### config.mk
export PLATFORM = sky130hd
export DESIGN_NAME = prpi_div
export DESIGN_NICKNAME = d
export VERILOG_FILES = /design/src/hw/rtl/prpi_pkg.sv /design/src/hw/rtl/prpi_div.sv
export SDC_FILE = /design/constraint.sdc
export NUM_CORES = 1
export LEC_CHECK = 0
export ABC_AREA = 1
export BUFFER_PORTS_ARGS = -buffer_cell sky130_fd_sc_hd__buf_2
export CELL_PAD_IN_SITES_DETAIL_PLACEMENT = 1
export CELL_PAD_IN_SITES_GLOBAL_PLACEMENT = 2
export CORE_ASPECT_RATIO = 1.5
export CORE_MARGIN = 4
export CORE_UTILIZATION = 30
export DETAILED_ROUTE_END_ITERATION = 8
export GPL_ROUTABILITY_DRIVEN = 0
export PLACE_DENSITY = 0.88
export SLEW_MARGIN = 20
export SYNTH_ARGS = -nofsm -noshare
export SYNTH_HDL_FRONTEND = slang
export SYNTH_SLANG_ARGS = --single-unit
export TNS_END_PERCENT = 30
### constraint.sdc
create_clock -name clk -period 5.8 [get_ports clk]
set_clock_uncertainty 0.05 [all_clocks]
set_input_delay 0.29 -clock clk [delete_from_list [all_inputs] [get_ports clk]]
set_output_delay 0.29 -clock clk [all_outputs]
set_load 0.05 [all_outputs]
### src/hw/rtl/prpi_pkg.sv
// Shared types and constants for the PageRank power-iteration engine.
`default_nettype none
package prpi_pkg;
  localparam int RANK_W    = 32;
  localparam int RANK_FRAC = 30;
  localparam int FIELD_W   = 10;
  localparam logic [RANK_W-1:0] RANK_ONE = RANK_W'(1) << RANK_FRAC;

  localparam logic [1:0] ACT_ADD_EDGE = 2'd0;
  localparam logic [1:0] ACT_RUN      = 2'd1;
  localparam logic [1:0] ACT_READ     = 2'd2;
  localparam logic [1:0] ACT_CLEAR    = 2'd3;

  localparam logic [1:0] ST_OK        = 2'd0;
  localparam logic [1:0] ST_FULL      = 2'd1;
  localparam logic [1:0] ST_RANGE     = 2'd2;

  localparam logic [1:0] REG_DAMPING  = 2'd0;
  localparam logic [1:0] REG_LIMIT    = 2'd1;
  localparam logic [1:0] REG_TOL      = 2'd2;

  typedef struct packed {
    logic              start;
    logic [RANK_W-1:0] dividend;
    logic [RANK_W-1:0] divisor;
  } div_req_t;

  typedef struct packed {
    logic              done;
    logic              busy;
    logic [RANK_W-1:0] quotient;
  } div_rsp_t;
endpackage
`default_nettype wire

### src/hw/rtl/prpi_div.sv
// Restoring divider, one quotient bit per cycle.
`default_nettype none
module prpi_div import prpi_pkg::*; (
  input  wire logic     clk,
  input  wire logic     rst,
  input  wire div_req_t req,
  output div_rsp_t      rsp
);
  localparam int CNT_W = $clog2(RANK_W + 1);

  logic [RANK_W-1:0] quo;
  logic [RANK_W-1:0] dsr;
  logic [RANK_W:0]   rem;
  logic [CNT_W-1:0]  cnt;
  logic              busy;
  logic              done;
  logic [RANK_W:0]   rem_sh;
  logic              fits;

  assign rem_sh = {rem[RANK_W-1:0], quo[RANK_W-1]};
  assign fits   = rem_sh >= {1'b0, dsr};

  always_ff @(posedge clk) begin
    if (rst) begin
      busy <= 1'b0;
      done <= 1'b0;
      cnt  <= '0;
    end else begin
      done <= 1'b0;
      if (req.start) begin
        quo  <= req.dividend;
        dsr  <= req.divisor;
        rem  <= '0;
        cnt  <= CNT_W'(RANK_W);
        busy <= 1'b1;
      end else if (busy) begin
        rem <= fits ? rem_sh - {1'b0, dsr} : rem_sh;
        quo <= {quo[RANK_W-2:0], fits};
        cnt <= cnt - CNT_W'(1);
        if (cnt == CNT_W'(1)) begin
          busy <= 1'b0;
          done <= 1'b1;
        end
      end
    end
  end

  assign rsp.done     = done;
  assign rsp.busy     = busy;
  assign rsp.quotient = quo;
endmodule
`default_nettype wire

==> results of run 1 <==
area by class of cell:
type,count,area [µm²]
fillers,2945,14900
repair buffers,102,515
flip-flops and latches,104,3040
multi-input cells,672,3230
well taps,315,394
inverters,170,638
clock inverters,6,67.6
clock buffers,10,229
registers in the layout, summed over array words and instances, names as in the netlist:
register,cells
dsr,32
quo,32
rem,32
cnt,6
busy,1
done,1
power breakdown:
group	leakage [nW]	switching, mW	internal [mW]
logic	3.06	0.600	0.271
registers	0.995	0.0392	0.919
clock network	0.139	0.304	0.337
kinds of logic after synthesis:
logic type,count (synthesis)
and+or+nand+nor,594
buffers and inverters,193
DFF,104
adders and majority gates,35
AOI/OAI and AO/OA,28
xor gates and xnor gates,15
worst min-delay path by stage:
stage,to,slack (ns),depth (start not counted)
2_1_floorplan,dsr[0]$_DFFE_PP_,0.34,0
3_3_place_gp,dsr[4]$_DFFE_PP_,0.42,1
3_5_place_dp,dsr[29]$_DFFE_PP_,0.42,1
4_1_cts,dsr[29]$_DFFE_PP_,0.02,1
5_1_grt,dsr[26]$_DFFE_PP_,0.03,1
6_report,dsr[29]$_DFFE_PP_,0.04,1
layer usage:
layer  share of wire  track usage  wire length, µm  vias up
li1                -            -                -     3154
met1            0.40        0.184             8430     2903
met2            0.53        0.317            11100      121
met3           0.044       0.0307              918       28
met4           0.029       0.0651              614        0
met5               0            0                0        -
Yosys cell counts (5+ instances only):
| cell type | number |
|---|---|
| buf_2 | 7 |
| dfxtp_1 | 8 |
| nand2_1 | 384 |
| clkbuf_1 | 6 |
| ha_1 | 34 |
| nand2_2 | 5 |
| nor3_1 | 7 |
| xor2_1 | 14 |
| nor2_1 | 115 |
| inv_1 | 166 |
| and2_1 | 9 |
| a21oi_1 | 21 |
| nand3b_1 | 27 |
| nand3_1 | 27 |
| edfxtp_1 | 96 |
cells in the final DEF, fill, tap and decap left out, types with 2 or more instances in the layout:
master      instances
nand2_1           384
inv_1             166
nor2_1            114
buf_2             100
edfxtp_1           96
ha_1               34
nand3_1            27
nand3b_1           27
a21oi_1            21
xor2_1             14
and2_1              9
clkbuf_16           9
dfxtp_1             8
nor3_1              7
nand2_2             5
nand4_1             4
inv_2               4
nor2_4              4
and3_1              3
nor3b_1             3
nor2_2              2
or2_2               2
o21ai_0             2
clkinvlp_4          2
buf_4               2
metrics by stage:
step	cells	total power [mW]	instance area, µm²
final	1379	2.47	8120
after CTS	1379	2.51	8120
after global placement	1363	1.84	7820
after detailed placement	1363	1.86	7820
after global routing	1379	2.65	8120
after floorplan	969	1.61	7030
==> flow_metrics.tcl, run 1 <==
set metrics [dict create \
    ys_ff_latch 104 \
    drt_iter0_drc 235 \
    hold_path.class "in -> reg" \
    htree_levels 3 \
    crit_family "simple AND/OR/NAND/NOR gates" \
    vias_per_cell 4.50 \
    cts_root_buffer "clkbuf_16" \
    powerDensity_nw_per_um2 304 \
    crit_top_cell "nor2_1" \
    grt_pass1_wl_mm 34.8 \
    path_cells "ha_1 -> a21oi_1 -> and2_1 -> nor2_1 -> nor2_1 -> nand2_2 -> nor2_4 -> nand2_4 -> inv_2 -> nor2_1 -> nor2_1" \
    synth-main-ff-cell "edfxtp_1" \
    cts_buffers 9 \
    worst_path_largest_cell_delay_ns 0.72 \
    yosysWarnings 0 \
    dp_slack_ns 2.44 \
    fin_ws_ns 2.44 \
    fmax_mhz 297 \
    ir_worst_vdd_v 0.000226 \
    antenna_found_initial 0 \
    n_antenna_cell 0 \
    criticalPathCategory "reg -> reg" \
    rr_worst_depth 11 \
    grt_max_degree 68 \
    synth_compound_area_frac 0.0208 \
    ctsResizeCount 0 \
    overflow 0 \
    clkTransAtPathRegs_ns 0.08 \
    hpwl_mm 16.3 \
    rsz0062_at_grt "false" \
    synth-xor-area-share 0.0187 \
    start_kind "flip-flop" \
    clkLatencyLatePin_ns 0.37 \
    syn_inst 969 \
    fp.coreArea_um2 23100 \
    drv_cap 0 \
    cpMaxStageDelayCell "nor2_4" \
    crit_cells 11 \
    cts_hold_buf 0 \
    hold_viol_final 0 \
    synth_top_area_frac 0.410 \
    fin_nets 1161 \
    setup_viol 0 \
    slew_headroom 0.302 \
    synth_area_leaders "edfxtp_1, nand2_1, inv_1" \
    cts_tree "done" \
    tightest_slew_ns 1.05 \
    p_leak_nw 4.20 \
    die_h_um 196 \
    track_usage 0.168 \
    first_pass_iters 4 \
    reg2reg_slack_ns 2.44 \
    clk_path_buf_depth 2 \
    grt_pass1_vias 6821 \
    setup_tns_ns 0 \
    synth_edf_count 96 \
    end_kind "flip-flop" \
    startpoint "rem[27]$_SDFFCE_PP0P_" \
    row_count 68 \
    area_growth_pct 15.4 \
    wl_per_cell_um 15.3 \
    syn-num-nets 1071 \
    synthMuxAreaShare 0 \
    dieArea_um2 26000 \
    routed-via-count 6206 \
    synth_top_family_by_area "simple AND/OR/NAND/NOR gates" \
    r2r-end "rem[10]$_SDFFCE_PP0P_" \
    ant_nets 0 \
    synthSimpleGateAreaFrac 0.354 \
    wl_mm 21.1 \
    fin_crit_sh 0.580 \
    synthAdderAreaFrac 0.0633 \
    holdCritStartpoint "req[29]" \
    cp.arrival_ns 3.53 \
    synth_cell_type_count 35 \
    report.final.slew_viol_count 0 \
    port_buffers 100 \
    critPathBufInv 1 \
    async_flop_share 0 \
    drive_above_1_share 0.130 \
    whs_ns 0.0428 \
    drcViolationCount 0 \
    cp_max_fo 30 \
    endpoint "rem[10]$_SDFFCE_PP0P_" \
    avgSynthCellArea_um2 7.26 \
    final_core_util 0.352 \
    die_width_um 133 \
    syn_area_um2 7030 \
    start_util 0.305 \
    cp.required_ns 5.97 \
    yosysTopAreaCell "edfxtp_1" \
    pin_count 101 \
    timing.rr.start "rem[27]$_SDFFCE_PP0P_" \
    min_period_ns 3.36 \
    clock_sinks 104 \
    outcome "completed" \
    yosysSeqAreaShare 0.433 \
    postCtsSetupBuffers 0 \
]
No activity file was read; power rests on OpenSTA's default activity.
==> run 2: changes to the inputs <==
--- a/config.mk
+++ b/config.mk
@@ -5,16 +5,16 @@
 export SDC_FILE = /design/constraint.sdc
 export NUM_CORES = 1
 export LEC_CHECK = 0
-export ABC_AREA = 1
+export ABC_AREA = 0
 export BUFFER_PORTS_ARGS = -buffer_cell sky130_fd_sc_hd__buf_2
 export CELL_PAD_IN_SITES_DETAIL_PLACEMENT = 1
 export CELL_PAD_IN_SITES_GLOBAL_PLACEMENT = 2
 export CORE_ASPECT_RATIO = 1.5
 export CORE_MARGIN = 4
-export CORE_UTILIZATION = 30
+export CORE_UTILIZATION = 36
 export DETAILED_ROUTE_END_ITERATION = 8
 export GPL_ROUTABILITY_DRIVEN = 0
-export PLACE_DENSITY = 0.88
+export PLACE_DENSITY = 0.9
 export SLEW_MARGIN = 20
 export SYNTH_ARGS = -nofsm -noshare
 export SYNTH_HDL_FRONTEND = slang
==> constraint.sdc (replaced) <==
create_clock -name clk -period 3.4 [get_ports clk]
set_clock_uncertainty 0.05 [all_clocks]
set_input_delay 0.17 -clock clk [delete_from_list [all_inputs] [get_ports clk]]
set_output_delay 0.17 -clock clk [all_outputs]
set_load 0.05 [all_outputs]
==> run 2 against run 1 <==
Compared with the run above:
- power grew 53%
- global-route usage up 0.72 points
- register-to-register slack got worse by 2.3 ns
- sequential cell count unchanged
- sequential power rose by 66%
- critical path depth shrank 1
- core utilization up 10 points
==> flow_metrics.tcl, run 2 <==
set metrics [dict create \
    report.final.slew_viol_count 0 \
    vias_per_cell 5.23 \
    wl_mm 15.7 \
    multi_input_area_um2 2670 \
    first_pass_iters 5 \
    postCtsSetupBuffers 0 \
    start_kind "flip-flop" \
    synth_area_leaders "edfxtp_1, ha_1, mux2_2" \
    hold_viol_final 0 \
    htree_levels 3 \
    ir_worst_vdd_v 0.000278 \
    cts_root_buffer "clkbuf_16" \
    fin_nets 795 \
    drive_above_1_share 0.251 \
    instances_no_fill 904 \
    clock_sinks 104 \
    rsz0062_at_grt "false" \
    path_cells "ha_1 -> a21oi_1 -> o21ai_1 -> a2111oi_0 -> buf_4 -> a211o_1 -> a21oi_4 -> buf_12 -> o211a_1 -> a311o_1" \
    syn-num-nets 656 \
    fp.coreArea_um2 16200 \
    synth_cell_type_count 52 \
    cp.arrival_ns 3.28 \
    hold_path.class "in -> reg" \
    final_core_util 0.457 \
    drcViolationCount 0 \
    syn_inst 554 \
    fillers 1795 \
    cpMaxStageDelayCell "edfxtp_1" \
    p_leak_nw 3.12 \
    finalPower_mw 3.77 \
    port_buffers 100 \
    final_common_cell "buf_2" \
    synth_top_area_frac 0.486 \
    cts_tree "done" \
    yosysWarnings 0 \
    clkLatencyLatePin_ns 0.36 \
    cp.required_ns 3.46 \
    start_util 0.367 \
    cts_buffers 9 \
    drv_cap 0 \
    yosysMostFrequentCell "edfxtp_1" \
    most-common-layout-cells "buf_2, edfxtp_1, nand2_1" \
    clk_path_buf_depth 2 \
    regArea_um2 3040 \
    routed-via-count 4732 \
    placed_cells 856 \
    setup_viol 0 \
    outcome "completed" \
    fin_crit_sh 0.948 \
    die_h_um 165 \
    grt_pass1_wl_mm 26.1 \
    pin_count 101 \
    yosysSeqAreaShare 0.513 \
    yosysTopAreaCell "edfxtp_1" \
    end_kind "flip-flop" \
    ys_ff_latch 104 \
    n_antenna_cell 0 \
    dieArea_um2 18700 \
    track_usage 0.175 \
    async_flop_share 0 \
    dp_slack_ns 0.131 \
    drt_iter0_drc 125 \
    grt_max_degree 66 \
    wl_per_cell_um 17.4 \
    synth_edf_count 96 \
    avgSynthCellArea_um2 10.7 \
    ant_nets 0 \
    cp_max_fo 19 \
    criticalPathCategory "reg -> reg" \
    hpwl_mm 11.5 \
    synth-main-ff-cell "edfxtp_1" \
    fmax_mhz 310 \
    overflow 0 \
    reg.largest.list "dsr: 32 flops, quo: 32 flops, rem: 32 flops" \
    row_count 57 \
    antenna_found_initial 0 \
    powerDensity_nw_per_um2 510 \
    clkTransAtPathRegs_ns 0.08 \
    area_growth_pct 24.6 \
    min_period_ns 3.22 \
    slew_headroom 0.338 \
    tightest_slew_ns 0.991 \
    die_width_um 113 \
    worst_path_largest_cell_delay_ns 0.40 \
    fin_ws_ns 0.177 \
    syn_area_um2 5940 \
    setup_tns_ns 0 \
    grt_pass1_vias 5305 \
    yosys-top-cells-count "edfxtp_1, nand2_1, a21oi_1, inv_1, ha_1" \
]
[run 2: cell count changes after synthesis, moves of 10 or more]
cell      previous run  this run
nand2_1            384        63
inv_1              166        41
nor2_1             115        33
a21oi_1             21        59
mux2_2               0        32
nand3b_1            27         0
a21o_1               0        17
nand3_1             27        11
a211oi_1             1        13
xnor2_1              1        11
[run 2: worst paths after layout]
| path | startpoint | to | slack, ns | cells after the start |
|---|---|---|---|---|
| worst max-delay path | rem[15]$_SDFFCE_PP0P_ | rem[30]$_SDFFCE_PP0P_ | 0.18 | 10 |
| worst min-delay path | rst | cnt[5]$_SDFFE_PP0N_ | 0.03 | 2 |
| worst max register to register | rem[15]$_SDFFCE_PP0P_ | rem[30]$_SDFFCE_PP0P_ | 0.18 | 10 |
| worst min register to register | cnt[1]$_SDFFE_PP0P_ | cnt[1]$_SDFFE_PP0P_ | 0.46 | 2 |
[run 2: per-stage QoR]
stage	hold slack (ns)	area, µm²
finish	0.0302	7400
global route	0.0388	7400
CTS	0.0108	7380
detailed placement	0.298	6750
global placement	0.298	6750
floorplan	0.189	5940
[run 2: cell families (layout without fill, tap and decap cells)]
logic type / count (synthesis) / after routing / share of synthesized area
XOR/XNOR: 23 / 23 / 0.0339
adder cells (fa/ha/maj): 35 / 35 / 0.0750
AND/OR/NAND/NOR: 156 / 156 / 0.121
multiplexers: 32 / 32 / 0.0607
flip-flops: 104 / 104 / 0.513
AO/OA/AOI/OAI: 141 / 141 / 0.152
buffers and inverters: 63 / 207 / 0.0440
[run 2: cell type report]
cell class              count  share of cell area
clock inverters             7              0.0110
clock buffers               9              0.0304
multi-input cells         387               0.361
well taps                 206              0.0348
repair buffers            150               0.131
flip-flops and latches    104               0.411
inverters                  41              0.0208
[run 2: metal layers]
metal  global-route usage  routed length (µm)  vias to the layer above
li1                     -                   -                     2303
met1                0.184                6010                     2294
met2                0.338                8610                      109
met3               0.0343                 705                       26
met4               0.0727                 359                        0
met5                    0                   0                        -
[run 2: worst max-delay path, delay by kind of cell, from the launching register on]
kind	cells	cell delay, ns
buffers and inverters	2	0.39
adder cells (fa/ha/maj)	1	0.38
flip-flops	1	0.40
AO/OA/AOI/OAI	7	1.76
[run 2: timing repair]
action | 4_1_cts | 5_1_grt
resized for setup | 0 | 3
setup endpoints to repair | 0 | 16
hold buffers | 32 | 0
hold endpoints to repair | 32 | 0
[run 2: power breakdown]
group | switching, mW | internal, mW
logic | 0.673 | 0.445
clock network | 0.536 | 0.526
registers | 0.0523 | 1.54
